<file path="config.mk">
export PLATFORM = sky130hd
export DESIGN_NAME = typed_frame_parser_flat
export DESIGN_NICKNAME = d
export VERILOG_FILES = /design/src/rtl/core/tfp_pkg.sv /design/src/rtl/core/tfp_ifs.sv /design/src/rtl/core/typed_frame_parser.sv /design/src/rtl/core/tfp_ctrl.sv /design/src/rtl/core/tfp_dp.sv /design/src/flat_wrapper.sv
export SDC_FILE = /design/constraint.sdc
export NUM_CORES = 1
export LEC_CHECK = 0
export BUFFER_PORTS_ARGS = -buffer_cell sky130_fd_sc_hd__buf_2
export CAP_MARGIN = 20
export CORE_MARGIN = 4
export CORE_UTILIZATION = 65
export DETAILED_ROUTE_END_ITERATION = 6
export GPL_TIMING_DRIVEN = 0
export HOLD_SLACK_MARGIN = 0.06
export PLACE_DENSITY = 0.84
export SYNTH_ARGS = -nofsm -noshare
export SYNTH_HDL_FRONTEND = slang
export SYNTH_SLANG_ARGS = --single-unit
</file>
<file path="constraint.sdc">
create_clock -name clk -period 8 [get_ports clk]
set_input_delay 0.8 -clock clk [delete_from_list [all_inputs] [get_ports clk]]
set_output_delay 0.8 -clock clk [all_outputs]
set_load 0.05 [all_outputs]
</file>
<file path="src/rtl/core/tfp_pkg.sv">
// Package for the typed frame parser: sizes, register indexes, frame lengths
// and the command/status types shared by the controller and the datapath.
// No dependencies.
package tfp_pkg;

    localparam int STATE_LEN = 19;

    localparam int BYTE_W  = 8;
    localparam int POS_W   = 5;
    localparam int DROP_W  = 32;
    localparam int LEN_W   = $clog2(STATE_LEN + 1);
    localparam int IDX_W   = $clog2(STATE_LEN);
    localparam int CFG_IDX_W = 3;

    localparam logic [CFG_IDX_W-1:0] REG_SYNC     = 3'd0;
    localparam logic [CFG_IDX_W-1:0] REG_BUTTON   = 3'd1;
    localparam logic [CFG_IDX_W-1:0] REG_ROTARY   = 3'd2;
    localparam logic [CFG_IDX_W-1:0] REG_GREETING = 3'd3;
    localparam logic [CFG_IDX_W-1:0] REG_CONTROL  = 3'd4;
    localparam logic [CFG_IDX_W-1:0] REG_STATUS   = 3'd5;

    localparam logic [BYTE_W-1:0] SYNC_RST     = 8'd170;
    localparam logic [BYTE_W-1:0] BUTTON_RST   = 8'd1;
    localparam logic [BYTE_W-1:0] ROTARY_RST   = 8'd2;
    localparam logic [BYTE_W-1:0] GREETING_RST = 8'd3;
    localparam logic [BYTE_W-1:0] CONTROL_RST  = 8'd4;
    localparam logic [BYTE_W-1:0] STATUS_RST   = 8'd5;

    localparam logic [BYTE_W-1:0] BUTTON_LEN   = 8'd2;
    localparam logic [BYTE_W-1:0] ROTARY_LEN   = 8'd1;
    localparam logic [BYTE_W-1:0] GREETING_LEN = 8'd3;
    localparam logic [BYTE_W-1:0] CONTROL_LEN  = 8'd4;
    localparam logic [BYTE_W-1:0] STATUS_LEN   = BYTE_W'(STATE_LEN);
    localparam logic [BYTE_W-1:0] NO_LEN       = 8'd0;

    typedef struct packed {
        logic take_type;
        logic take_len;
        logic store_byte;
        logic drop;
        logic start_read;
        logic drain_step;
    } tfp_cmd_t;

    typedef struct packed {
        logic sync_hit;
        logic type_ok;
        logic len_ok;
        logic fill_done;
        logic xor_ok;
        logic rd_last;
        logic out_free;
    } tfp_stat_t;

endpackage

</file>
<file path="src/rtl/core/tfp_ifs.sv">
// Valid/ready channel interfaces of the typed frame parser: received bytes in,
// payload results out. Depends on tfp_pkg.
interface tfp_rx_if;
    logic                     valid;
    logic                     ready;
    logic [tfp_pkg::BYTE_W-1:0] rx_byte;

    modport source (output valid, output rx_byte, input ready);
    modport sink   (input valid, input rx_byte, output ready);
endinterface

interface tfp_res_if;
    logic                      valid;
    logic                      ready;
    logic [tfp_pkg::BYTE_W-1:0] frame_kind;
    logic [tfp_pkg::BYTE_W-1:0] data_byte;
    logic [tfp_pkg::POS_W-1:0]  byte_position;
    logic [tfp_pkg::POS_W-1:0]  frame_length;
    logic                      last;
    logic [tfp_pkg::DROP_W-1:0] drop_total;

    modport source (output valid, output frame_kind, output data_byte,
                    output byte_position, output frame_length, output last,
                    output drop_total, input ready);
    modport sink   (input valid, input frame_kind, input data_byte,
                    input byte_position, input frame_length, input last,
                    input drop_total, output ready);
endinterface

</file>
<file path="src/rtl/core/typed_frame_parser.sv">
// Typed frame parser top level: tfp_ctrl plus tfp_dp. Depends on tfp_pkg, tfp_ifs.
// Received bytes are taken whenever rx is ready. After a good check byte is
// accepted, payload bytes pass the memory read register and then the result
// register, one result per cycle from the payload memory read port while results
// are not stalled; rx is not ready until the last result is loaded.
// Reset: config registers to defaults, hunting for sync, drop count zero.
module typed_frame_parser (
    input  logic                          clk,
    input  logic                          rst_n,
    input  logic                          cfg_we,
    input  logic [tfp_pkg::CFG_IDX_W-1:0] cfg_index,
    input  logic [tfp_pkg::BYTE_W-1:0]    cfg_data,
    tfp_rx_if.sink                        rx,
    tfp_res_if.source                     res
);
    import tfp_pkg::*;

    tfp_cmd_t  cmd;
    tfp_stat_t stat;

    tfp_ctrl u_ctrl (
        .clk      (clk),
        .rst_n    (rst_n),
        .in_valid (rx.valid),
        .in_ready (rx.ready),
        .stat     (stat),
        .cmd      (cmd)
    );

    tfp_dp u_dp (
        .clk       (clk),
        .rst_n     (rst_n),
        .cfg_we    (cfg_we),
        .cfg_index (cfg_index),
        .cfg_data  (cfg_data),
        .rx_byte   (rx.rx_byte),
        .cmd       (cmd),
        .stat      (stat),
        .res       (res)
    );

endmodule

</file>
<file path="src/rtl/core/tfp_ctrl.sv">
// Frame parser controller: phase state machine, input handshake and drain
// sequencing. Depends on tfp_pkg; drives commands into tfp_dp.
module tfp_ctrl (
    input  logic               clk,
    input  logic               rst_n,
    input  logic               in_valid,
    output logic               in_ready,
    input  tfp_pkg::tfp_stat_t stat,
    output tfp_pkg::tfp_cmd_t  cmd
);
    import tfp_pkg::*;

    localparam logic [2:0] ST_HUNT  = 3'd0;
    localparam logic [2:0] ST_TYPE  = 3'd1;
    localparam logic [2:0] ST_LEN   = 3'd2;
    localparam logic [2:0] ST_DATA  = 3'd3;
    localparam logic [2:0] ST_CHECK = 3'd4;
    localparam logic [2:0] ST_DRAIN = 3'd5;

    logic [2:0] state_reg;
    logic [2:0] state_next;
    logic       in_fire;

    assign in_ready = (state_reg != ST_DRAIN);
    assign in_fire  = in_valid && in_ready;

    always_comb
    begin
        state_next = state_reg;
        cmd        = '0;
        case (state_reg)
            ST_HUNT:
            begin
                if (in_fire && stat.sync_hit)
                begin
                    state_next = ST_TYPE;
                end
            end
            ST_TYPE:
            begin
                if (in_fire)
                begin
                    if (stat.type_ok)
                    begin
                        cmd.take_type = 1'b1;
                        state_next    = ST_LEN;
                    end
                    else
                    begin
                        cmd.drop   = 1'b1;
                        state_next = stat.sync_hit ? ST_TYPE : ST_HUNT;
                    end
                end
            end
            ST_LEN:
            begin
                if (in_fire)
                begin
                    if (stat.len_ok)
                    begin
                        cmd.take_len = 1'b1;
                        state_next   = ST_DATA;
                    end
                    else
                    begin
                        cmd.drop   = 1'b1;
                        state_next = stat.sync_hit ? ST_TYPE : ST_HUNT;
                    end
                end
            end
            ST_DATA:
            begin
                if (in_fire)
                begin
                    cmd.store_byte = 1'b1;
                    if (stat.fill_done)
                    begin
                        state_next = ST_CHECK;
                    end
                end
            end
            ST_CHECK:
            begin
                if (in_fire)
                begin
                    if (stat.xor_ok)
                    begin
                        cmd.start_read = 1'b1;
                        state_next     = ST_DRAIN;
                    end
                    else
                    begin
                        cmd.drop   = 1'b1;
                        state_next = ST_HUNT;
                    end
                end
            end
            ST_DRAIN:
            begin
                if (stat.out_free)
                begin
                    cmd.drain_step = 1'b1;
                    if (stat.rd_last)
                    begin
                        state_next = ST_HUNT;
                    end
                end
            end
            default:
            begin
                state_next = ST_HUNT;
            end
        endcase
    end

    always_ff @(posedge clk or negedge rst_n)
    begin
        if (!rst_n)
        begin
            state_reg <= ST_HUNT;
        end
        else
        begin
            state_reg <= state_next;
        end
    end

endmodule

</file>
<file path="src/rtl/core/tfp_dp.sv">
// Frame parser datapath: config registers, type/length checks, running XOR,
// payload memory, drop counter and the result register. Depends on tfp_pkg,
// tfp_ifs; commanded by tfp_ctrl.
module tfp_dp (
    input  logic                           clk,
    input  logic                           rst_n,
    input  logic                           cfg_we,
    input  logic [tfp_pkg::CFG_IDX_W-1:0]  cfg_index,
    input  logic [tfp_pkg::BYTE_W-1:0]     cfg_data,
    input  logic [tfp_pkg::BYTE_W-1:0]     rx_byte,
    input  tfp_pkg::tfp_cmd_t              cmd,
    output tfp_pkg::tfp_stat_t             stat,
    tfp_res_if.source                      res
);
    import tfp_pkg::*;

    logic [BYTE_W-1:0] sync_reg;
    logic [BYTE_W-1:0] button_reg;
    logic [BYTE_W-1:0] rotary_reg;
    logic [BYTE_W-1:0] greeting_reg;
    logic [BYTE_W-1:0] control_reg;
    logic [BYTE_W-1:0] status_reg;

    logic [BYTE_W-1:0] held_type_reg;
    logic [LEN_W-1:0]  held_len_reg;
    logic [LEN_W-1:0]  fill_pos_reg;
    logic [BYTE_W-1:0] xor_reg;
    logic [DROP_W-1:0] drop_reg;

    logic [BYTE_W-1:0] payload_reg [STATE_LEN];
    logic [BYTE_W-1:0] rd_data_reg;
    logic [IDX_W-1:0]  rd_idx_reg;
    logic [IDX_W-1:0]  rd_idx_next;

    logic              out_valid_reg;
    logic [BYTE_W-1:0] out_kind_reg;
    logic [BYTE_W-1:0] out_data_reg;
    logic [POS_W-1:0]  out_pos_reg;
    logic [POS_W-1:0]  out_len_reg;
    logic              out_last_reg;
    logic [DROP_W-1:0] out_drop_reg;

    // first matching code in register order wins
    function automatic logic [BYTE_W-1:0] length_for(input logic [BYTE_W-1:0] t);
        logic [BYTE_W-1:0] len;
        len = NO_LEN;
        if (t == button_reg)
            len = BUTTON_LEN;
        else if (t == rotary_reg)
            len = ROTARY_LEN;
        else if (t == greeting_reg)
            len = GREETING_LEN;
        else if (t == control_reg)
            len = CONTROL_LEN;
        else if (t == status_reg)
            len = STATUS_LEN;
        return len;
    endfunction

    always_comb
    begin
        stat.sync_hit  = (rx_byte == sync_reg);
        stat.type_ok   = (length_for(rx_byte) != NO_LEN);
        stat.len_ok    = (rx_byte == length_for(held_type_reg));
        stat.fill_done = ((fill_pos_reg + LEN_W'(1)) >= held_len_reg);
        stat.xor_ok    = (rx_byte == xor_reg);
        stat.rd_last   = (LEN_W'(rd_idx_reg) + LEN_W'(1) == held_len_reg);
        stat.out_free  = !out_valid_reg || res.ready;
    end

    always_comb
    begin
        rd_idx_next = rd_idx_reg;
        if (cmd.start_read)
            rd_idx_next = '0;
        else if (cmd.drain_step && !stat.rd_last)
            rd_idx_next = rd_idx_reg + IDX_W'(1);
    end

    always_ff @(posedge clk or negedge rst_n)
    begin
        if (!rst_n)
        begin
            sync_reg     <= SYNC_RST;
            button_reg   <= BUTTON_RST;
            rotary_reg   <= ROTARY_RST;
            greeting_reg <= GREETING_RST;
            control_reg  <= CONTROL_RST;
            status_reg   <= STATUS_RST;
        end
        else if (cfg_we)
        begin
            case (cfg_index)
                REG_SYNC:     sync_reg     <= cfg_data;
                REG_BUTTON:   button_reg   <= cfg_data;
                REG_ROTARY:   rotary_reg   <= cfg_data;
                REG_GREETING: greeting_reg <= cfg_data;
                REG_CONTROL:  control_reg  <= cfg_data;
                REG_STATUS:   status_reg   <= cfg_data;
                default:      ;
            endcase
        end
    end

    always_ff @(posedge clk or negedge rst_n)
    begin
        if (!rst_n)
        begin
            held_type_reg <= '0;
            held_len_reg  <= '0;
            fill_pos_reg  <= '0;
            xor_reg       <= '0;
            drop_reg      <= '0;
            rd_idx_reg    <= '0;
            out_valid_reg <= 1'b0;
        end
        else
        begin
            if (cmd.take_type)
                held_type_reg <= rx_byte;
            if (cmd.take_len)
            begin
                held_len_reg <= rx_byte[LEN_W-1:0];
                fill_pos_reg <= '0;
                xor_reg      <= held_type_reg ^ rx_byte;
            end
            if (cmd.store_byte)
            begin
                fill_pos_reg <= fill_pos_reg + LEN_W'(1);
                xor_reg      <= xor_reg ^ rx_byte;
            end
            if (cmd.drop)
                drop_reg <= drop_reg + DROP_W'(1);
            rd_idx_reg <= rd_idx_next;
            if (cmd.drain_step)
                out_valid_reg <= 1'b1;
            else if (res.ready)
                out_valid_reg <= 1'b0;
        end
    end

    always_ff @(posedge clk)
    begin
        if (cmd.store_byte)
            payload_reg[fill_pos_reg[IDX_W-1:0]] <= rx_byte;
        rd_data_reg <= payload_reg[rd_idx_next];
    end

    always_ff @(posedge clk)
    begin
        if (cmd.drain_step)
        begin
            out_kind_reg <= held_type_reg;
            out_data_reg <= rd_data_reg;
            out_pos_reg  <= POS_W'(rd_idx_reg);
            out_len_reg  <= POS_W'(held_len_reg);
            out_last_reg <= stat.rd_last;
            out_drop_reg <= drop_reg;
        end
    end

    assign res.valid         = out_valid_reg;
    assign res.frame_kind    = out_kind_reg;
    assign res.data_byte     = out_data_reg;
    assign res.byte_position = out_pos_reg;
    assign res.frame_length  = out_len_reg;
    assign res.last          = out_last_reg;
    assign res.drop_total    = out_drop_reg;

endmodule

</file>
<file path="src/flat_wrapper.sv">
// flat-port wrapper written by rule: the top's interface ports become plain ports
module typed_frame_parser_flat import tfp_pkg::*;
  (clk, rst_n, cfg_we, cfg_index, cfg_data, rx_valid, rx_rx_byte, rx_ready, res_valid, res_frame_kind, res_data_byte, res_byte_position, res_frame_length, res_last, res_drop_total, res_ready);
  tfp_rx_if rx_i ();
  tfp_res_if res_i ();
  input  logic clk;
  input  logic rst_n;
  input  logic cfg_we;
  input  logic [tfp_pkg::CFG_IDX_W-1:0] cfg_index;
  input  logic [tfp_pkg::BYTE_W-1:0] cfg_data;
  input wire logic [$bits(rx_i.valid)-1:0] rx_valid;
  input wire logic [$bits(rx_i.rx_byte)-1:0] rx_rx_byte;
  output wire logic [$bits(rx_i.ready)-1:0] rx_ready;
  output wire logic [$bits(res_i.valid)-1:0] res_valid;
  output wire logic [$bits(res_i.frame_kind)-1:0] res_frame_kind;
  output wire logic [$bits(res_i.data_byte)-1:0] res_data_byte;
  output wire logic [$bits(res_i.byte_position)-1:0] res_byte_position;
  output wire logic [$bits(res_i.frame_length)-1:0] res_frame_length;
  output wire logic [$bits(res_i.last)-1:0] res_last;
  output wire logic [$bits(res_i.drop_total)-1:0] res_drop_total;
  input wire logic [$bits(res_i.ready)-1:0] res_ready;
  assign rx_i.valid = rx_valid;
  assign rx_i.rx_byte = rx_rx_byte;
  assign rx_ready = rx_i.ready;
  assign res_valid = res_i.valid;
  assign res_frame_kind = res_i.frame_kind;
  assign res_data_byte = res_i.data_byte;
  assign res_byte_position = res_i.byte_position;
  assign res_frame_length = res_i.frame_length;
  assign res_last = res_i.last;
  assign res_drop_total = res_i.drop_total;
  assign res_i.ready = res_ready;
  typed_frame_parser u_core (.clk(clk), .rst_n(rst_n), .cfg_we(cfg_we), .cfg_index(cfg_index), .cfg_data(cfg_data), .rx(rx_i), .res(res_i));
endmodule
</file>
==> flow_summary.json, run 1 <==
{
  "cts_tree": "built",
  "syn_avg_cell_area_um2": 13.1,
  "gp_congestion": 0.917,
  "status": "finished, final reports clean",
  "crit_required_ns": 8.35,
  "root_buffer": "clkbuf_16",
  "syn_area_um2": 14800,
  "drt_pass1_iterations": 5,
  "dieArea_um2": 25200,
  "largest_reg_flops": 152,
  "tightest_slew_ns": 0.950,
  "numCtsBuffers": 34,
  "avgRoutedWirePerCell_um": 20.8,
  "core_area_um2": 22100,
  "skew_ns": 0.0141,
  "initial_utilization": 0.668,
  "yosysTopAreaCellShare": 0.429,
  "grt_pass1_vias": 9526,
  "startpoint_type": "register",
  "synth.area.top_cells": "edfxtp_1 (43%), dfrtp_1 (18%), mux2_2 (5.1%)",
  "die_x_um": 159,
  "drtAntennaViolNets": 0,
  "cts.sink_count": 334,
  "synth_nets": 1161,
  "switchingPower_w": 0.00162,
  "fp.dieH_um": 159,
  "tns_ns": 0,
  "path_cells": "clkbuf_1 -> nor2b_1 -> nand3_1 -> inv_2 -> a21boi_0 -> o22ai_1 -> buf_2 -> buf_2 -> mux2i_1 -> nand2_1 -> nand4_1 -> nand3_1",
  "hp-class": "in -> async",
  "antenna_found_initial": 1,
  "power_frac_comb": 0.275,
  "hpwl_um": 21700,
  "arrival_ns": 4.62,
  "drt_wl_total_um": 32300,
  "path_delay_family": "buffers and inverters",
  "n_antenna_cell": 0,
  "finalCritPeriodShare": 0.533,
  "pre_cts_ws_ns": 3.54,
  "final_cell_area_um2": 16700,
  "portBuffers": 81,
  "grt_max_degree": 61,
  "post_cts_resized": 0,
  "relSlewSlack": 0.367,
  "p_int_w": 0.00344,
  "layout-drive-gt1-share": 0.190,
  "grt_pass1_wl_um": 51300,
  "path_max_fanout": 30,
  "crit_path_end_kind": "register",
  "max_stage_delay_ns": 0.59,
  "post_drt_via_cell_ratio": 6.16,
  "ctsHoldBuffers": 0,
  "htreeDepth": 2,
  "yosysSeqAreaShare": 0.636,
  "synthToLayoutAreaGrowth_pct": 12.8,
  "ys_types": 62,
  "synth_ff_type": "edfxtp_1",
  "boundaryPins": 85,
  "worst-path-buf-inv": 4,
  "seqPwrFrac": 0.426,
  "syn-instance-count": 1126,
  "fp-row-count": 54,
  "grt_remaining_overflow": 0,
  "yosysWarnings": 0,
  "cap_viol_max_count": 0,
  "p_per_area_nw_per_um2": 304,
  "crit_slowest_cell": "inv_2",
  "synth_seq_cells": 334,
  "clockPowerShare": 0.298,
  "synthArstFlopShare": 0.344,
  "vias": 9548,
  "finalMaxSlewViolations": 0,
  "drc": 0,
  "final.min_clock_period_ns": 4.27,
  "placedInstanceArea_um2": 15600,
  "clk_latency_ns": 0.51,
  "synth_edf_count": 211,
  "layout_setup_ws_ns": 3.73,
  "clk_path_buf_depth": 3,
  "setup_viol": 0,
  "nets": 1281,
  "criticalPathCategory": "reg -> reg",
  "fmax_mhz": 234,
  "vdd_drop_max_mv": 0.211,
  "yosysTopAreaCell": "edfxtp_1",
  "leakage_nw": 6.61,
  "cts_setup_buffers": 0,
  "grt_setup_unrepaired": "false",
  "swShare": 0.321,
  "path_clk_slew_ns": 0.06,
  "finalHoldViolCount": 0,
  "drt_iter0_markers": 761,
  "grt_usage": 0.254
}
-- per-layer routing --
| metal | global-route usage | up-vias | share of wire |
|---|---|---|---|
| li1 | - | 4351 | - |
| met1 | 0.348 | 4654 | 0.41 |
| met2 | 0.410 | 451 | 0.47 |
| met3 | 0.0482 | 92 | 0.084 |
| met4 | 0.0951 | 0 | 0.034 |
| met5 | 0 | - | 0 |
-- synth_stat cells (all sizes together), types with 8 or more instances --
master,n
clkbuf,37
dfstp,11
dfrtp,104
nand3,54
mux2,67
o21ai,20
a21boi,9
buf,24
a311o,8
xnor2,77
dfxtp,8
and2,19
ha,11
and3,24
a22oi,9
edfxtp,211
nor2,34
o2111ai,8
nand2,115
nand4,39
a2bb2oi,8
nor3,17
inv,20
a21oi,19
mux2i,28
nor4,16
xor2,60
-- layout by cell type (no fill, tap or decap), types with 11 or more instances in the layout --
master and n:
a21oi_1 19, and2_1 19, and3_1 24, buf_2 91, clkbuf_1 45, clkbuf_16 35, dfrtp_1 104, dfstp_2 11
edfxtp_1 211, ha_1 11, inv_1 18, mux2_2 67, mux2i_1 28, nand2_1 115, nand3_1 54, nand4_1 39
nor2_1 34, nor3_1 17, nor4_1 16, o21ai_0 20, xnor2_1 77, xor2_1 60
-- path summary, 6_finish.rpt --
path	from	endpoint	slack (ns)	depth (start not counted)
max	u_core.u_ctrl.state_reg[0]	u_core.u_dp.rd_data_reg[7]	3.73	12
min	rst_n	u_core.u_dp.sync_reg[2]	0.24	1
max reg2reg	u_core.u_ctrl.state_reg[0]	u_core.u_dp.rd_data_reg[7]	3.73	12
min reg2reg	u_core.u_dp.rd_data_reg[6]	u_core.u_dp.res.data_byte[6]	0.40	0
max in group asynchronous	rst_n	u_core.u_dp.greeting_reg[1]	7.02	2
min in group clk	u_core.u_dp.rd_data_reg[6]	u_core.u_dp.res.data_byte[6]	0.40	0
-- worst register-to-register path: stages, from the launching register on --
cell,delay [ns]
dfrtp_1,0.32
clkbuf_1,0.32
nor2b_1,0.30
nand3_1,0.26
inv_2,0.59
a21boi_0,0.27
o22ai_1,0.57
buf_2,0.40
buf_2,0.37
mux2i_1,0.28
nand2_1,0.10
nand4_1,0.18
nand3_1,0.15
-- through the flow --
step / utilization / cells / hold WS [ns] / total power, W
floorplan: - / 1126 / 0.386 / 0.00314
CTS: 0.754 / 1551 / 0.257 / 0.00506
finish: 0.754 / 1551 / 0.244 / 0.00506
detailed placement: 0.706 / 1490 / 0.389 / 0.00356
global placement: 0.703 / 1487 / 0.388 / 0.00350
global route: 0.754 / 1551 / 0.291 / 0.00530
-- cell families (layout without fill, tap and decap cells) --
| logic type | count (synthesis) | count (layout) | synth area share |
|---|---|---|---|
| simple gates | 353 | 353 | 0.122 |
| flops | 334 | 334 | 0.636 |
| xor+xnor | 137 | 137 | 0.0813 |
| compound gates | 114 | 114 | 0.0564 |
| mux | 95 | 95 | 0.0701 |
| buf+inv | 82 | 227 | 0.0255 |
| fa+ha+maj | 11 | 11 | 0.00932 |
-- cell type report --
type | instances | area (µm²)
buffer | 61 | 298
clock buffer | 48 | 975
clock inverter | 13 | 92.6
fill | 1356 | 5440
inverter | 21 | 78.8
multi-input combinational | 710 | 5010
sequential | 334 | 9390
tap | 280 | 350
timing repair buffer | 84 | 464
-- power by group through the flow --
stage	clock network [W]	registers [W]	logic [W]
floorplan	0	0.00218	0.000959
global placement	0	0.00218	0.00131
detailed placement	0	0.00219	0.00136
CTS	0.00153	0.00216	0.00138
global route	0.00161	0.00218	0.00152
finish	0.00151	0.00216	0.00139
(Power assumes the default switching activity.)
==> inputs of run 2 (changes only) <==
--- a/config.mk
+++ b/config.mk
@@ -8,11 +8,11 @@
 export BUFFER_PORTS_ARGS = -buffer_cell sky130_fd_sc_hd__buf_2
 export CAP_MARGIN = 20
 export CORE_MARGIN = 4
-export CORE_UTILIZATION = 65
+export CORE_UTILIZATION = 61
 export DETAILED_ROUTE_END_ITERATION = 6
 export GPL_TIMING_DRIVEN = 0
 export HOLD_SLACK_MARGIN = 0.06
-export PLACE_DENSITY = 0.84
+export PLACE_DENSITY = 0.8
 export SYNTH_ARGS = -nofsm -noshare
 export SYNTH_HDL_FRONTEND = slang
 export SYNTH_SLANG_ARGS = --single-unit
==> constraint.sdc (replaced) <==
create_clock -name clk -period 4.45 [get_ports clk]
set_input_delay 0.445 -clock clk [delete_from_list [all_inputs] [get_ports clk]]
set_output_delay 0.445 -clock clk [all_outputs]
set_load 0.05 [all_outputs]
==> run 2 against run 1 <==
Compared with the run above:
- non-clock buffer count rose by 1
- count of clock-buffer cells in the layout decreased by 2
- register-to-register slack got worse by 3.3 ns
- clock skew up 0.0070 ns
- sequential share of layout area fell by 0.20 points
- die area up 6.2%
- clock power is 77% higher
- setup slack got worse by 3.3 ns
- utilization decreased by 4.6 points
- critical path type unchanged
- largest cell class unchanged
- highest routed layer unchanged
==> flow_summary.json, run 2 (synthesis results as in run 1) <==
{
  "status": "finished, final reports clean",
  "startpoint_type": "register",
  "cts.sink_count": 334,
  "skew_ns": 0.0210,
  "drt_pass1_iterations": 5,
  "power_frac_comb": 0.274,
  "switchingPower_w": 0.00293,
  "fmax_mhz": 248,
  "relSlewSlack": 0.346,
  "hp-class": "in -> reg",
  "boundaryPins": 85,
  "core_area_um2": 23600,
  "drtAntennaViolNets": 0,
  "fp.dieH_um": 164,
  "hpwl_um": 21600,
  "crit_cells": 13,
  "finalMaxSlewViolations": 0,
  "dieArea_um2": 26800,
  "final_common_cell": "edfxtp_1",
  "gp_congestion": 0.864,
  "layout-drive-gt1-share": 0.192,
  "cts_setup_buffers": 0,
  "crit_path_end_kind": "register",
  "vias": 9450,
  "fin_util": 0.708,
  "whs_ns": 0.262,
  "path_delay_family": "buffers and inverters",
  "tightest_slew_ns": 0.980,
  "drc": 0,
  "drt_wl_total_um": 32100,
  "vdd_drop_max_mv": 0.310,
  "portBuffers": 81,
  "largest_reg_flops": 152,
  "p_int_w": 0.00613,
  "path_max_fanout": 37,
  "nets": 1283,
  "swShare": 0.324,
  "clockPowerShare": 0.296,
  "dp.cells": 1529,
  "cap_viol_max_count": 0,
  "post_drt_via_cell_ratio": 5.93,
  "final.min_clock_period_ns": 4.03,
  "p_per_area_nw_per_um2": 542,
  "path_cells": "clkbuf_1 -> nor2b_1 -> nand3_1 -> clkinv_2 -> buf_12 -> a21boi_0 -> o22ai_2 -> buf_2 -> buf_2 -> mux2i_1 -> a2bb2oi_1 -> nand4_1 -> nand3_1",
  "cts_tree": "built",
  "leakage_nw": 6.63,
  "htreeDepth": 2,
  "fin_cells": 1593,
  "clk_latency_ns": 0.52,
  "n_antenna_cell": 0,
  "r2r_cells": 13,
  "grt_setup_unrepaired": "false",
  "path_clk_slew_ns": 0.06,
  "grt_remaining_overflow": 0,
  "criticalPathCategory": "reg -> reg",
  "crit_slowest_cell": "clkinv_2",
  "grt_max_degree": 61,
  "finalCritPeriodShare": 0.905,
  "crit_required_ns": 4.90,
  "numCtsBuffers": 35,
  "final_cell_mix": "edfxtp_1 (211), nand2_1 (115), dfrtp_1 (104), buf_2 (91), xnor2_1 (77)",
  "max_stage_delay_ns": 0.43,
  "antenna_found_initial": 0,
  "seqPwrFrac": 0.429,
  "worst-path-buf-inv": 5,
  "grt_usage": 0.240,
  "grt_pass1_wl_um": 49800,
  "synthToLayoutAreaGrowth_pct": 13.2,
  "drt_iter0_markers": 714,
  "setup_viol": 0,
  "holdPathStages": 2,
  "arrival_ns": 4.47,
  "grt_pass1_vias": 9192,
  "avgRoutedWirePerCell_um": 20.1,
  "finalHoldViolCount": 0,
  "fp-row-count": 56,
  "root_buffer": "clkbuf_16",
  "initial_utilization": 0.625,
  "die_x_um": 164,
  "clk_path_buf_depth": 3
}
==> run 2: metal layers <==
metal,part of all wire,global-route usage,vias up
li1,-,-,4361
met1,0.42,0.333,4697
met2,0.49,0.391,342
met3,0.069,0.0426,50
met4,0.019,0.0789,0
met5,0,0,-
==> run 2: final timing paths <==
check	start	to	slack [ns]
worst max-delay path	u_core.u_ctrl.state_reg[0]	u_core.u_dp.rd_data_reg[5]	0.42
worst min-delay path	cfg_data[0]	u_core.u_dp.sync_reg[0]	0.26
worst max register to register	u_core.u_ctrl.state_reg[0]	u_core.u_dp.rd_data_reg[5]	0.42
worst min register to register	u_core.u_dp.rd_data_reg[6]	u_core.u_dp.res.data_byte[6]	0.40
max in group asynchronous	rst_n	u_core.u_dp.greeting_reg[1]	3.27
min in group asynchronous	rst_n	u_core.u_dp.sync_reg[2]	0.44
==> run 2: worst reg2reg max path, stage by stage (launching register included) <==
cell	delay (ns)
dfrtp_1	0.32
clkbuf_1	0.30
nor2b_1	0.28
nand3_1	0.26
clkinv_2	0.43
buf_12	0.28
a21boi_0	0.21
o22ai_2	0.38
buf_2	0.38
buf_2	0.35
mux2i_1	0.12
a2bb2oi_1	0.30
nand4_1	0.18
nand3_1	0.18
==> run 2: final cells by class <==
type | count | area (µm²)
sequential | 334 | 9390
fill | 1615 | 6900
multi-input combinational | 710 | 5010
clock buffer | 46 | 958
timing repair buffer | 85 | 474
tap | 319 | 399
buffer | 61 | 298
clock inverter | 17 | 101
inverter | 21 | 80.1
==> run 2: power by group through the flow <==
stage,combinational [W],sequential (W),clock [W]
2_1_floorplan,0.00172,0.00392,0
5_1_grt,0.00270,0.00392,0.00286
6_report,0.00248,0.00389,0.00268
4_1_cts,0.00246,0.00388,0.00272
3_3_place_gp,0.00237,0.00393,0
3_5_place_dp,0.00245,0.00394,0
==> run 2: repair_timing <==
action                                  CTS  global route
endpoints found under the setup margin    0             8
hold buffers                              1             0
endpoints found under the hold margin    52             0
resized for setup                         0             2
==> run 2: through the flow <==
stage	worst slack, ns	total power, W	area [µm²]	setup TNS, ns
final	0.423	0.00906	16700	0
after global routing	0.0757	0.00948	16700	0
after CTS	0.107	0.00907	16700	0
after detailed placement	0.121	0.00639	15600	0
after global placement	-1.06	0.00630	15600	-8.79
after floorplan	0.475	0.00565	14800	0
